$ cat src/design/crrp_pkg.sv
`default_nettype none
package crrp_pkg;

    localparam int CHAR_W    = 8;
    localparam int ROW_OUT_W = 31;
    localparam int COL_OUT_W = 24;
    localparam int EXT_W     = 32;

    localparam logic [CHAR_W-1:0] CH_UPPER_A = 8'h41;
    localparam logic [CHAR_W-1:0] CH_UPPER_Z = 8'h5A;
    localparam logic [CHAR_W-1:0] CH_LOWER_A = 8'h61;
    localparam logic [CHAR_W-1:0] CH_LOWER_Z = 8'h7A;
    localparam logic [CHAR_W-1:0] CH_ZERO    = 8'h30;
    localparam logic [CHAR_W-1:0] CH_NINE    = 8'h39;
    localparam logic [CHAR_W-1:0] CH_COLON   = 8'h3A;

    // One parsed range, as handed to the result channel.
    typedef struct packed {
        logic                 valid_res;
        logic [ROW_OUT_W-1:0] top_row;
        logic [COL_OUT_W-1:0] top_column;
        logic [ROW_OUT_W-1:0] bottom_row;
        logic [COL_OUT_W-1:0] bottom_column;
    } crrp_result_t;

endpackage
`default_nettype wire

$ cat src/design/crrp_in_if.sv
`default_nettype none
interface crrp_in_if;
    import crrp_pkg::*;

    logic              valid;
    logic              ready;
    logic [CHAR_W-1:0] char_code;
    logic              is_last;

    modport source (output valid, output char_code, output is_last, input ready);
    modport sink   (input valid, input char_code, input is_last, output ready);

endinterface
`default_nettype wire

$ cat src/design/crrp_out_if.sv
`default_nettype none
interface crrp_out_if;
    import crrp_pkg::*;

    logic                 valid;
    logic                 ready;
    logic                 valid_res;
    logic [ROW_OUT_W-1:0] top_row;
    logic [COL_OUT_W-1:0] top_column;
    logic [ROW_OUT_W-1:0] bottom_row;
    logic [COL_OUT_W-1:0] bottom_column;

    modport source (output valid, output valid_res, output top_row, output top_column,
                    output bottom_row, output bottom_column, input ready);
    modport sink   (input valid, input valid_res, input top_row, input top_column,
                    input bottom_row, input bottom_column, output ready);

endinterface
`default_nettype wire

$ cat src/design/crrp_core.sv
`default_nettype none
module crrp_core #(
    parameter int COLUMN_BITS = 24,
    parameter int ROW_BITS    = 31
) (
    input  wire logic                       clk,
    input  wire logic                       rst_n,
    input  wire logic                       fire,
    input  wire logic [crrp_pkg::CHAR_W-1:0] char_code,
    input  wire logic                       is_last,
    output crrp_pkg::crrp_result_t          result
);
    import crrp_pkg::*;

    localparam int COL_PROD_W = COLUMN_BITS + 5;
    localparam int ROW_PROD_W = ROW_BITS + 4;

    logic                   second_half_reg, second_half_next;
    logic                   in_digits_reg, in_digits_next;
    logic                   bad_flag_reg, bad_flag_next;
    logic [COLUMN_BITS-1:0] column_accum_reg, column_accum_next;
    logic [ROW_BITS-1:0]    row_accum_reg, row_accum_next;
    logic [COLUMN_BITS-1:0] start_column_reg, start_column_next;
    logic [ROW_BITS-1:0]    start_row_reg, start_row_next;

    logic                   is_upper, is_lower, is_digit, is_colon;
    logic [CHAR_W-1:0]      letter_ofs, digit_ofs;
    logic [4:0]             letter_val;
    logic [COL_PROD_W-1:0]  col_ext, col_prod;
    logic [ROW_PROD_W-1:0]  row_ext, row_prod;
    logic                   bad_step;
    logic                   bad_final;
    logic [EXT_W-1:0]       top_row_ext, bot_row_ext, top_col_ext, bot_col_ext;

    assign is_upper   = (char_code >= CH_UPPER_A) && (char_code <= CH_UPPER_Z);
    assign is_lower   = (char_code >= CH_LOWER_A) && (char_code <= CH_LOWER_Z);
    assign is_digit   = (char_code >= CH_ZERO) && (char_code <= CH_NINE);
    assign is_colon   = (char_code == CH_COLON);
    assign letter_ofs = char_code - (is_lower ? CH_LOWER_A : CH_UPPER_A);
    assign letter_val = letter_ofs[4:0] + 5'd1;
    assign digit_ofs  = char_code - CH_ZERO;

    // times 26 and times 10 as shift-adds
    assign col_ext  = COL_PROD_W'(column_accum_reg);
    assign col_prod = (col_ext << 4) + (col_ext << 3) + (col_ext << 1)
                    + COL_PROD_W'(letter_val);
    assign row_ext  = ROW_PROD_W'(row_accum_reg);
    assign row_prod = (row_ext << 3) + (row_ext << 1) + ROW_PROD_W'(digit_ofs[3:0]);

    always_comb
    begin
        second_half_next  = second_half_reg;
        in_digits_next    = in_digits_reg;
        column_accum_next = column_accum_reg;
        row_accum_next    = row_accum_reg;
        start_column_next = start_column_reg;
        start_row_next    = start_row_reg;
        bad_step          = bad_flag_reg;

        if (is_upper || is_lower)
        begin
            if (in_digits_reg || (col_prod[COL_PROD_W-1:COLUMN_BITS] != '0))
            begin
                bad_step = 1'b1;
            end
            column_accum_next = col_prod[COLUMN_BITS-1:0];
        end
        else if (is_digit)
        begin
            in_digits_next = 1'b1;
            if (row_prod[ROW_PROD_W-1:ROW_BITS] != '0)
            begin
                bad_step = 1'b1;
            end
            row_accum_next = row_prod[ROW_BITS-1:0];
        end
        else if (is_colon)
        begin
            if (second_half_reg)
            begin
                bad_step = 1'b1;
            end
            else
            begin
                if ((column_accum_reg == '0) || (row_accum_reg == '0))
                begin
                    bad_step = 1'b1;
                end
                start_row_next    = row_accum_reg;
                start_column_next = column_accum_reg;
                row_accum_next    = '0;
                column_accum_next = '0;
                in_digits_next    = 1'b0;
                second_half_next  = 1'b1;
            end
        end
        else
        begin
            bad_step = 1'b1;
        end
        bad_flag_next = bad_step;

        // closing checks on the state as it stands after this char
        bad_final = bad_step || !second_half_next
                 || (column_accum_next == '0) || (row_accum_next == '0)
                 || (start_row_next > row_accum_next)
                 || (start_column_next > column_accum_next);

        // end of reference: drop back to the start state
        if (is_last)
        begin
            second_half_next  = 1'b0;
            in_digits_next    = 1'b0;
            bad_flag_next     = 1'b0;
            column_accum_next = '0;
            row_accum_next    = '0;
            start_column_next = '0;
            start_row_next    = '0;
        end
    end

    assign top_row_ext = EXT_W'(start_row_reg);
    assign top_col_ext = EXT_W'(start_column_reg);
    assign bot_row_ext = EXT_W'(row_accum_reg);
    assign bot_col_ext = EXT_W'(column_accum_reg);

    // result fields come from the post-char values, before the return to start
    always_comb
    begin
        result = '0;
        if (!bad_final)
        begin
            result.valid_res     = 1'b1;
            result.top_row       = (is_colon && !second_half_reg)
                                 ? ROW_OUT_W'(EXT_W'(row_accum_reg))
                                 : top_row_ext[ROW_OUT_W-1:0];
            result.top_column    = (is_colon && !second_half_reg)
                                 ? COL_OUT_W'(EXT_W'(column_accum_reg))
                                 : top_col_ext[COL_OUT_W-1:0];
            result.bottom_row    = (is_digit || is_colon)
                                 ? ROW_OUT_W'(EXT_W'(row_prod[ROW_BITS-1:0]))
                                 : bot_row_ext[ROW_OUT_W-1:0];
            result.bottom_column = (is_upper || is_lower)
                                 ? COL_OUT_W'(EXT_W'(col_prod[COLUMN_BITS-1:0]))
                                 : bot_col_ext[COL_OUT_W-1:0];
        end
    end

    always_ff @(posedge clk or negedge rst_n)
    begin
        if (!rst_n)
        begin
            second_half_reg  <= 1'b0;
            in_digits_reg    <= 1'b0;
            bad_flag_reg     <= 1'b0;
            column_accum_reg <= '0;
            row_accum_reg    <= '0;
            start_column_reg <= '0;
            start_row_reg    <= '0;
        end
        else if (fire)
        begin
            second_half_reg  <= second_half_next;
            in_digits_reg    <= in_digits_next;
            bad_flag_reg     <= bad_flag_next;
            column_accum_reg <= column_accum_next;
            row_accum_reg    <= row_accum_next;
            start_column_reg <= start_column_next;
            start_row_reg    <= start_row_next;
        end
    end

endmodule
`default_nettype wire

$ cat src/design/cell_range_reference_parser_unit.sv
//  channel   dir  iface        payload
//  chars     in   crrp_in_if   char_code[7:0], is_last
//  results   out  crrp_out_if  valid_res, top_row[30:0], top_column[23:0],
//                              bottom_row[30:0], bottom_column[23:0]
//
//  One char per cycle, sustained unless a last char waits on a stalled result.
//  A char is held in the input register; the parser state updates as it
//  leaves, and the last char of a reference loads the result register from
//  there. The combinational step (times-26/times-10 shift-add plus the
//  corner compare) sets this rate. Reset clears all parser state and both
//  valid flags. A stalled result holds only a last char in the input
//  register; other chars keep flowing.
`default_nettype none
module cell_range_reference_parser_unit #(
    parameter int COLUMN_BITS = 24,
    parameter int ROW_BITS    = 31
) (
    input wire logic   clk,
    input wire logic   rst_n,
    crrp_in_if.sink    chars,
    crrp_out_if.source results
);
    import crrp_pkg::*;

    logic              in_valid_reg, in_valid_next;
    logic [CHAR_W-1:0] in_char_reg;
    logic              in_last_reg;
    logic              out_valid_reg, out_valid_next;
    crrp_result_t      out_res_reg;
    crrp_result_t      step_res;
    logic              out_free;
    logic              step_fire;
    logic              accept;

    // the output register frees up when empty or being taken
    assign out_free  = !out_valid_reg || results.ready;
    // a plain char always advances; a last char needs room for its result
    assign step_fire = in_valid_reg && (!in_last_reg || out_free);
    assign chars.ready = !in_valid_reg || step_fire;
    assign accept      = chars.valid && chars.ready;

    crrp_core #(
        .COLUMN_BITS (COLUMN_BITS),
        .ROW_BITS    (ROW_BITS)
    ) u_core (
        .clk       (clk),
        .rst_n     (rst_n),
        .fire      (step_fire),
        .char_code (in_char_reg),
        .is_last   (in_last_reg),
        .result    (step_res)
    );

    always_comb
    begin
        in_valid_next = in_valid_reg;
        if (accept)
        begin
            in_valid_next = 1'b1;
        end
        else if (step_fire)
        begin
            in_valid_next = 1'b0;
        end

        out_valid_next = out_valid_reg;
        if (step_fire && in_last_reg)
        begin
            out_valid_next = 1'b1;
        end
        else if (results.ready)
        begin
            out_valid_next = 1'b0;
        end
    end

    always_ff @(posedge clk or negedge rst_n)
    begin
        if (!rst_n)
        begin
            in_valid_reg  <= 1'b0;
            out_valid_reg <= 1'b0;
        end
        else
        begin
            in_valid_reg  <= in_valid_next;
            out_valid_reg <= out_valid_next;
        end
    end

    // payload: hold unless loaded
    always_ff @(posedge clk)
    begin
        if (accept)
        begin
            in_char_reg <= chars.char_code;
            in_last_reg <= chars.is_last;
        end
        if (step_fire && in_last_reg)
        begin
            out_res_reg <= step_res;
        end
    end

    assign results.valid         = out_valid_reg;
    assign results.valid_res     = out_res_reg.valid_res;
    assign results.top_row       = out_res_reg.top_row;
    assign results.top_column    = out_res_reg.top_column;
    assign results.bottom_row    = out_res_reg.bottom_row;
    assign results.bottom_column = out_res_reg.bottom_column;

    a_valid_ordered: assert property (@(posedge clk) disable iff (!rst_n)
        (out_valid_reg && out_res_reg.valid_res) |->
            (out_res_reg.top_row != '0) && (out_res_reg.top_column != '0)
            && (out_res_reg.top_row <= out_res_reg.bottom_row)
            && (out_res_reg.top_column <= out_res_reg.bottom_column))
        else $error("valid range with empty or misordered corners");

    a_invalid_zero: assert property (@(posedge clk) disable iff (!rst_n)
        (out_valid_reg && !out_res_reg.valid_res) |->
            (out_res_reg.top_row == '0) && (out_res_reg.top_column == '0)
            && (out_res_reg.bottom_row == '0) && (out_res_reg.bottom_column == '0))
        else $error("invalid range carries nonzero corners");

    a_hold_char: assert property (@(posedge clk) disable iff (!rst_n)
        (in_valid_reg && !step_fire) |=> (in_valid_reg && $stable(in_char_reg)
            && $stable(in_last_reg)))
        else $error("held char lost or changed");

    a_stall_cause: assert property (@(posedge clk) disable iff (!rst_n)
        !chars.ready |-> (in_valid_reg && in_last_reg && out_valid_reg && !results.ready))
        else $error("input stalled without a blocked result");

endmodule
`default_nettype wire
$ cat src/flat_wrapper.sv
// flat-port wrapper written by rule: the top's interface ports become plain ports
module cell_range_reference_parser_unit_flat import crrp_pkg::*;
#(
    parameter int COLUMN_BITS = 24,
    parameter int ROW_BITS    = 31
)
  (clk, rst_n, chars_valid, chars_char_code, chars_is_last, chars_ready, results_valid, results_valid_res, results_top_row, results_top_column, results_bottom_row, results_bottom_column, results_ready);
  crrp_in_if chars_i ();
  crrp_out_if results_i ();
  input wire logic clk;
  input wire logic rst_n;
  input wire logic [$bits(chars_i.valid)-1:0] chars_valid;
  input wire logic [$bits(chars_i.char_code)-1:0] chars_char_code;
  input wire logic [$bits(chars_i.is_last)-1:0] chars_is_last;
  output wire logic [$bits(chars_i.ready)-1:0] chars_ready;
  output wire logic [$bits(results_i.valid)-1:0] results_valid;
  output wire logic [$bits(results_i.valid_res)-1:0] results_valid_res;
  output wire logic [$bits(results_i.top_row)-1:0] results_top_row;
  output wire logic [$bits(results_i.top_column)-1:0] results_top_column;
  output wire logic [$bits(results_i.bottom_row)-1:0] results_bottom_row;
  output wire logic [$bits(results_i.bottom_column)-1:0] results_bottom_column;
  input wire logic [$bits(results_i.ready)-1:0] results_ready;
  assign chars_i.valid = chars_valid;
  assign chars_i.char_code = chars_char_code;
  assign chars_i.is_last = chars_is_last;
  assign chars_ready = chars_i.ready;
  assign results_valid = results_i.valid;
  assign results_valid_res = results_i.valid_res;
  assign results_top_row = results_i.top_row;
  assign results_top_column = results_i.top_column;
  assign results_bottom_row = results_i.bottom_row;
  assign results_bottom_column = results_i.bottom_column;
  assign results_i.ready = results_ready;
  cell_range_reference_parser_unit #(.COLUMN_BITS(COLUMN_BITS), .ROW_BITS(ROW_BITS)) u_core (.clk(clk), .rst_n(rst_n), .chars(chars_i), .results(results_i));
endmodule
$ cat config.mk
export PLATFORM = sky130hd
export DESIGN_NAME = cell_range_reference_parser_unit_flat
export DESIGN_NICKNAME = d
export VERILOG_FILES = /design/src/design/crrp_pkg.sv /design/src/design/crrp_in_if.sv /design/src/design/crrp_out_if.sv /design/src/design/crrp_core.sv /design/src/design/cell_range_reference_parser_unit.sv /design/src/flat_wrapper.sv
export SDC_FILE = /design/constraint.sdc
export NUM_CORES = 1
export LEC_CHECK = 0
export BUFFER_PORTS_ARGS = -buffer_cell sky130_fd_sc_hd__buf_2
export CAP_MARGIN = 5
export CORE_ASPECT_RATIO = 1.4
export CORE_UTILIZATION = 40
export DETAILED_ROUTE_END_ITERATION = 8
export SETUP_SLACK_MARGIN = 0.05
export SLEW_MARGIN = 15
export SYNTH_ARGS = -nofsm -noshare
export SYNTH_HDL_FRONTEND = slang
export SYNTH_SLANG_ARGS = --single-unit
$ cat constraint.sdc
create_clock -name clk -period 7.1 [get_ports clk]
set_clock_uncertainty 0.05 [all_clocks]
set_input_delay 0 -clock clk [delete_from_list [all_inputs] [get_ports clk]]
set_output_delay 0 -clock clk [all_outputs]
set_load 0.03 [all_outputs]
# == Yosys cells after proc, flatten, opt, wreduce, memory -nomap -nowiden ==
# Cells that the tools add are included.
# word_totals
input_bits,13
regBits,235
out_inout_bits,113
# classes
add_sub_neg,8
n_eq_ne,3
mux,46
n_reduce_logical,34
n_lt_le_gt_ge,8
# ops
operator,count
31-bit two-way mux,12
24-bit two-way mux,12
111-bit two-way mux,1
31-bit logical NOT,2
24-bit logical NOT,2
34-bit by 32-bit adder with 35-bit output,1
35-bit by 4-bit adder with 35-bit output,1
31-bit greater-than comparator,1
28-bit by 27-bit adder with 29-bit output,1
29-bit by 25-bit adder with 29-bit output,1
29-bit by 5-bit adder with 29-bit output,1
24-bit greater-than comparator,1
1-bit two-way mux,21
8-bit by 7-bit >= comparator with 1-bit output (second input constant),2
8-bit by 7-bit less-or-equal comparator with 1-bit output (second input constant),2
1-bit logical OR,12
8-bit by 6-bit equality test with 1-bit output (second input constant),1
8-bit by 6-bit >= comparator with 1-bit output (second input constant),1
8-bit by 6-bit less-or-equal comparator with 1-bit output (second input constant),1
1-bit logical AND,7
5-bit by 1-bit adder with 5-bit output (second input constant),1
1-bit logical NOT,5
5-bit nonzero test,1
5-bit by 1-bit subtractor with 5-bit output (second input constant),1
other kinds (7),8

# == Longest topological paths before layout ==
# Gate-level depths: netlist of the first run.
# logic_depth
ltp_word,13
ltp_mapped,26
depth_no_buf,24

# == By module ==
# A second synthesis of the first run with hierarchy kept.
# hier_totals
cells_unflattened,1897
area_unflattened_um2,18096.1
# by_module_without_submodules
mod,cells_each,n_inst,area_each_um2
crrp_core,1767,1,14375.0
cell_range_reference_parser_unit,130,1,3721.1

# == Worst setup path after synthesis of the first run ==
# No wires, ideal clock.
# synth_timing
kind,register -> register
startpoint,register u_core.u_core.column_accum_reg[0]
endpoint,"register u_core.out_res_reg, in the netlist u_core.results.bottom_column[14], data pin"
arrival_time_ns,5.344
t_required_ns,6.860
synth_period_minus_slack_ns,5.584
stages_incl_launch_ff,24
path_buffers,1
slack_ns,1.516
path_cell_list,dfrtp_1 inv_1 fa_1 inv_1 fa_1 inv_1 fa_1 nand2b_1 a21o_1 nand2_1 xor2_1 a22oi_1 ha_1 a21o_1 a21o_1 a211oi_1 o21bai_1 a21o_1 a221o_1 a221o_1 a21oi_1 o311ai_2 buf_4 a2111oi_2
# synth_via
elab_chain_len,12
elab_cells_between_ends,29
# synth_rtl
element,line,text
"start, declared",crrp_core.sv:21,"logic [COLUMN_BITS-1:0] column_accum_reg, column_accum_next;"
"start signal, assigned",crrp_core.sv:166,column_accum_reg <= column_accum_next;
"parallel branches: the longest is 12 deep, another holds 28-bit by 27-bit adder with 29-bit output",--,
"end signal, assigned",cell_range_reference_parser_unit.sv:101,out_res_reg <= step_res;
"end, declared",cell_range_reference_parser_unit.sv:29,crrp_result_t out_res_reg;
# Parallel ways; which one is timed is not known.
# A chain may end at the register's enable or synchronous reset.

# == Worst setup path in the final report of the first run ==
# layout_timing
startpoint,register u_core.u_core.column_accum_reg[3]
endpoint,"register u_core.out_res_reg, in the netlist u_core.results.bottom_column[14], data pin"
# Same word-level chain as after synthesis.

==> out/qor.csv, run 1 <==
stage,metric,value,unit
cts,clk_pin_slew,0.06,ns
cts,htreeDepth,1,
synthesis,ys_ff_latch,235,
critical_path,crit_start,u_core.u_core.column_accum_reg[3]$_DFFE_PN0P_,
timing,setup_tns,0,ns
cts,cts-root-buf,clkbuf_16,
cts,postCtsSetupBuffers,0,
layout,drive_above_1_share,12.2,%
synthesis,synth-main-ff-cell,edfxtp_1,
critical_path,ff2ff_path_depth,23,
timing,hold_viol,0,
synthesis,syn_inst,1788,
synthesis,synth_common_cells,"nand2_1 (184), ha_1 (182), inv_1 (141), o21ai_0 (135), edfxtp_1 (120)",
synthesis,synth_top_area_share,21.1,%
run,drv_cap,0,
power_and_ir_drop,power_density,208,mW/mm^2
power_and_ir_drop,p_leak,8.77,nW
critical_path,start_kind,flip-flop,
synthesis,synth.largest_area_cell,edfxtp_1,
timing,period_share,95.0,%
critical_path,crit_chain,inv_1 -> fa_1 -> inv_1 -> fa_1 -> inv_1 -> fa_1 -> nand2b_1 -> a21oi_1 -> o2111ai_1 -> and3_1 -> nor3_1 -> a21oi_1 -> or2_2 -> ha_1 -> o21ai_0 -> o21bai_1 -> a21o_1 -> a221o_1 -> a221o_1 -> a21oi_1 -> o311ai_4 -> buf_4 -> a2111oi_2,
cts,cts_tree,done,
route,wl_per_cell,23.2,um
synthesis,yosys_warnings,0,
layout,syn2layout_area_growth,12.8,%
synthesis,ys_seq_area_share,38.0,%
critical_path,r2r_setup_slack,0.36,ns
grt,track_usage,26.6,%
place,hpwl,43600,um
critical_path,cp_data_arrival_time,7.07,ns
synthesis,ys_types,85,
place,numPortBuffers,125,
grt,grt_pass1_wl,87300,um
layout,antenna_cells,0,
route,vias_per_cell,5.87,
place,dp.cells,2394,
timing,tightestPinTransition,1.04,ns
layout,seq_area,0.00648,mm^2
layout,utilization,45.7,%
timing,rsz0062_at_grt,no,
outcome,status,finished clean,
floorplanning,die_area,0.0435,mm^2
critical_path,reg2reg_to,u_core.results.bottom_column[14]$_SDFFCE_PP0P_,
critical_path,endpoint,u_core.results.bottom_column[14]$_SDFFCE_PP0P_,
critical_path,cp.required,7.43,ns
cts,clkLatencyLatePin,0.58,ns
critical_path,crit_path_top_delay_cell,fa_1,
route,postRouteAntennaNets,0,
route,drt_iter0_markers,842,
cts,clockBufferDepth,3,
critical_path,path_class,flip-flop to flip-flop,
synthesis,synth_area_leaders,"edfxtp_1 (21%), dfrtp_1 (17%), ha_1 (13%)",
critical_path,crit_path_end_kind,flip-flop,
synthesis,synth_area_per_cell,9.54,um^2
floorplanning,io_pins,126,
synthesis,synthesis.area,0.0171,mm^2
timing,fin_crit,6.74,ns
critical_path,cp.depth,23,
synthesis,synth_edf_count,120,
timing,timing.slew.headroom,30.7,%
layout,final_nets,2113,
floorplanning,die_width,177,um
route,drc,0,
route,totalWireLength,57100,um
floorplanning,fp-row-count,89,
synthesis,synth_nets,2009,
cts,clock_sinks,235,
grt,grt_max_degree,84,
cts,numCtsBuffers,27,
power_and_ir_drop,max-vdd-ir-drop,0.173,mV
layout,n_fill_cell,4100,
floorplanning,core,0.0421,mm^2
critical_path,cp_top_family,compound AO/OA/AOI/OAI gates,
grt,antenna_found_initial,0,
hold_path,hp-class,input pin to flip-flop,
route,dr.pass1.iters,5,
floorplanning,initial_core_util,40.5,%
timing,fmax,148,MHz
layout,multi_input_area,0.00959,mm^2
critical_path,worstPathMaxFanout,19,
route,vias,14400,
layout,final_cells,2459,
critical_path,path_buf_inv,4,
floorplanning,die_h,246,um
place,gp_congestion,0.938,
grt,grt_pass1_vias,14900,
timing,slew_violations,0,
timing,setup_viol_count_final,0,
synthesis,synth.most_common_cell,nand2_1,
critical_path,rr_startpoint,u_core.u_core.column_accum_reg[3]$_DFFE_PN0P_,
synthesis,async_reset_ff_share,48.9,%
critical_path,cp_slowest_stage_delay,0.52,ns
grt,overflow,0,
-- stage by stage --
stage                     power, mW  setup WS (ns)  area [um^2]  hold slack, ns
final                          3.99          0.356        19200           0.103
after global routing           4.17         0.0892        19200           0.103
after CTS                      4.02          0.219        19200          0.0709
after detailed placement       2.59          0.231        18200          0.0214
after global placement         2.59          0.399        18200          0.0159
after floorplan                2.28           1.52        17100          -0.346
-- worst min path at each step --
stage                            start                                          end  slack [ns]  depth (start not counted)
floorplan                        rst_n              u_core.in_valid_reg$_DFFE_PN0P_       -0.35                          0
global placement                 rst_n  u_core.u_core.start_row_reg[16]$_DFFE_PN0P_        0.02                          1
detailed placement               rst_n  u_core.u_core.start_row_reg[20]$_DFFE_PN0P_        0.02                          1
CTS                 chars_char_code[6]              u_core.in_char_reg[6]$_DFFE_PP_        0.07                          2
global route        chars_char_code[5]              u_core.in_char_reg[5]$_DFFE_PP_        0.10                          2
finish              chars_char_code[5]              u_core.in_char_reg[5]$_DFFE_PP_        0.10                          2
-- routing by layer --
layer  track usage, %  vias to the layer above  wire (um)
li1                 -                     6768          -
met1             27.4                     6996      20500
met2             49.0                      445      29700
met3             2.22                      221       1910
met4             20.8                        0       4980
met5                0                        -          0
-- where the power goes --
group          leakage [nW]  total (mW)  switching (mW)  internal [mW]
logic                  5.59        1.02           0.710          0.312
clock network         0.430        1.41           0.606          0.808
registers              2.76        1.56          0.0685           1.49
-- kinds of logic after synthesis --
kind of cell,share of synthesized area [%]
buffers and inverters,6.02
xor gates and xnor gates,1.95
and+or+nand+nor,15.2
muxes,5.06
DFF,38.0
adders and majority gates,16.4
AOI/OAI and AO/OA,17.3
-- area by class of cell --
type	count	share of cell area, %
multi-input combinational	1313	49.9
tap	546	3.55
sequential	235	33.7
clock buffer	29	3.55
inverter	141	2.75
clock inverter	21	1.03
timing repair buffer	174	5.53
-- layout by cell type (no fill, tap or decap), drive strengths merged, types with 26 or more instances in the layout --
cell,n
a21o,37
a21oi,89
buf,160
clkbuf,29
dfrtp,115
edfxtp,120
fa,26
ha,182
inv,143
mux2i,84
nand2,184
nand4,44
nor2,65
nor3,110
o21ai,141
-- what timing repair did --
action | in CTS | in global routing
endpoints found under the setup margin | 0 | 1
hold endpoints to repair | 65 | 0
hold buffers | 15 | 0
gates resized for setup | 0 | 1
Note: power is estimated with default switching activity, not from simulation.
==> run 2, diff against run 1 <==
--- a/config.mk
+++ b/config.mk
@@ -9,6 +9,7 @@
 export CAP_MARGIN = 5
 export CORE_ASPECT_RATIO = 1.4
-export CORE_UTILIZATION = 40
+export CORE_UTILIZATION = 50
 export DETAILED_ROUTE_END_ITERATION = 8
+export PLACE_DENSITY = 0.68
 export SETUP_SLACK_MARGIN = 0.05
 export SLEW_MARGIN = 15
--- a/constraint.sdc
+++ b/constraint.sdc
@@ -3,3 +3,3 @@
 set_input_delay 0 -clock clk [delete_from_list [all_inputs] [get_ports clk]]
 set_output_delay 0 -clock clk [all_outputs]
-set_load 0.03 [all_outputs]
+set_load 0.05 [all_outputs]
==> run 2 against run 1 <==
Net effect: hold slack improved by 0.010 ns; sequential power barely moved; utilization rose by 12 points; non-clock buffer count rose by 9; cell count fell by 3.8%; critical path depth rose by 1; count of clock-buffer cells in the layout rose by 6; via count rose by 1.8%; die area fell by 20%.
==> out/qor.csv, run 2 (synthesis gave the netlist of run 1 again) <==
stage,metric,value,unit
outcome,status,finished clean,
route,wl_met3,2760,um
grt,antenna_found_initial,0,
power_and_ir_drop,max-vdd-ir-drop,0.166,mV
place,hpwl,42100,um
critical_path,cp.required,7.44,ns
floorplanning,die_h,221,um
grt,grt_max_degree,92,
critical_path,crit_start,u_core.u_core.column_accum_reg[0]$_DFFE_PN0P_,
power_and_ir_drop,power_density,217,mW/mm^2
floorplanning,core,0.0334,mm^2
cts,htreeDepth,1,
route,drc,0,
timing,slew_violations,0,
layout,final_cells,2366,
cts,clockBufferDepth,3,
cts,cts-root-buf,clkbuf_16,
place,numPortBuffers,125,
cts,clk_pin_slew,0.07,ns
timing,setup_viol_count_final,0,
critical_path,start_kind,flip-flop,
power_and_ir_drop,p_leak,8.87,nW
layout,seq_area,0.00648,mm^2
grt,grt_pass1_wl,85200,um
critical_path,crit_chain,inv_1 -> fa_1 -> inv_1 -> fa_1 -> inv_1 -> fa_1 -> nand2b_1 -> a21oi_1 -> o2111ai_1 -> and3_1 -> nor3_2 -> a21oi_1 -> or2_2 -> ha_1 -> o21ai_0 -> o21bai_1 -> a21o_1 -> a221o_1 -> a221o_1 -> a21oi_2 -> o311ai_4 -> buf_4 -> buf_4 -> nor3_1,
critical_path,path_class,flip-flop to flip-flop,
critical_path,cp_data_arrival_time,7.08,ns
route,routed.top_layer,met4,
grt,grt_pass1_vias,15000,
grt,track_usage,32.7,%
critical_path,crit_path_end_kind,flip-flop,
critical_path,worstPathMaxFanout,29,
cts,cts_tree,done,
floorplanning,die_area,0.0349,mm^2
route,totalWireLength,56300,um
route,dr.pass1.iters,6,
critical_path,reg2reg_to,u_core.results.bottom_row[29]$_SDFFCE_PP0P_,
route,vias,14700,
critical_path,r2r_setup_slack,0.36,ns
cts,clkLatencyLatePin,0.57,ns
layout,drive_above_1_share,12.8,%
cts,clock_sinks,235,
layout,antenna_cells,0,
route,wl_per_cell,23.8,um
timing,tightestPinTransition,1.09,ns
place,gp_congestion,1.02,
layout,layout_common_cells,"nand2_1 (183), ha_1 (182), inv_1 (141)",
critical_path,rr_startpoint,u_core.u_core.column_accum_reg[0]$_DFFE_PN0P_,
critical_path,cp_slowest_stage_delay,0.57,ns
grt,overflow,0,
hold_path,min_path_cells,2,
layout,final_nets,2122,
route,met1_length,19400,um
run,drv_cap,0,
route,drt_iter0_markers,870,
route,met2_length,29100,um
place,dp.cells,2300,
layout,syn2layout_area_growth,13.4,%
floorplanning,io_pins,126,
critical_path,ff2ff_path_depth,24,
layout,layout_commonest_cell,nand2_1,
timing,hold_viol,0,
cts,numCtsBuffers,26,
timing,setup_tns,0,ns
floorplanning,initial_core_util,51.0,%
hold_path,hp-class,input pin to flip-flop,
critical_path,crit_path_top_delay_cell,fa_1,
layout,n_fill_cell,3047,
floorplanning,die_width,158,um
hold_path,min_to,u_core.in_char_reg[4]$_DFFE_PP_,
floorplanning,fp-row-count,79,
layout,design_area,0.0193,mm^2
timing,period_share,95.0,%
timing,timing.slew.headroom,27.0,%
timing,fin_crit,6.74,ns
timing,fmax,148,MHz
hold_path,min_from,chars_char_code[4],
timing,rsz0062_at_grt,no,
layout,multi_input_area,0.00963,mm^2
place,place_area,0.0181,mm^2
route,vias_per_cell,6.21,
route,postRouteAntennaNets,0,
-- run 2: area by class of cell --
| class | instances | share of cell area (%) |
|---|---|---|
| sequential | 235 | 33.5 |
| clock buffer | 35 | 3.80 |
| tap | 445 | 2.88 |
| multi-input combinational | 1314 | 49.8 |
| timing repair buffer | 183 | 5.98 |
| inverter | 141 | 2.74 |
| clock inverter | 13 | 1.30 |
-- run 2: critical path, delay by kind of cell, from the launching register on --
kind	cells	cell delay, ns
AOI/OAI and AO/OA	10	2.14
adders and majority gates	4	1.87
and+or+nand+nor	5	1.31
buffers and inverters	5	0.78
DFF	1	0.40
-- run 2: worst max path at each step --
| stage | to | slack [ns] |
|---|---|---|
| 2_1_floorplan | u_core.results.bottom_column[14]$_SDFFCE_PP0P_ | 1.52 |
| 3_3_place_gp | u_core.results.bottom_row[3]$_SDFFCE_PP0P_ | 0.33 |
| 3_5_place_dp | u_core.results.bottom_row[3]$_SDFFCE_PP0P_ | 0.19 |
| 4_1_cts | u_core.results.bottom_row[3]$_SDFFCE_PP0P_ | 0.15 |
| 5_1_grt | u_core.results.bottom_row[26]$_SDFFCE_PP0P_ | 0.09 |
| 6_report | u_core.results.bottom_row[29]$_SDFFCE_PP0P_ | 0.36 |
-- run 2: timing repair --
| item | in CTS | in global routing |
|---|---|---|
| setup endpoints to repair | 0 | 43 |
| setup buffers | 0 | 2 |
| resized for setup | 0 | 5 |
| endpoints found under the hold margin | 64 | 0 |
| hold buffers | 15 | 0 |
-- run 2: routing by layer --
metal / vias to the layer above / global-route usage (%)
li1: 6777 / -
met1: 7080 / 33.3
met2: 583 / 59.5
met3: 243 / 4.47
met4: 0 / 26.1
met5: - / 0
-- run 2: power breakdown --
| group | switching [mW] | total, mW | internal, mW |
|---|---|---|---|
| clock | 0.593 | 1.57 | 0.981 |
| sequential | 0.0684 | 1.56 | 1.49 |
| combinational | 0.756 | 1.08 | 0.321 |
| total | 1.42 | 4.21 | 2.79 |
-- run 2: stage by stage --
| step | hold WS (ns) | power, mW | worst slack [ns] | util [%] |
|---|---|---|---|---|
| 5_1_grt | 0.116 | 4.37 | 0.0919 | 57.9 |
| 3_5_place_dp | -0.000775 | 2.62 | 0.191 | 54.2 |
| 4_1_cts | 0.0858 | 4.20 | 0.154 | 57.7 |
| 3_3_place_gp | -0.0145 | 2.61 | 0.333 | 54.2 |
| 6_report | 0.113 | 4.21 | 0.358 | 57.9 |
| 2_1_floorplan | -0.346 | 2.32 | 1.52 | - |
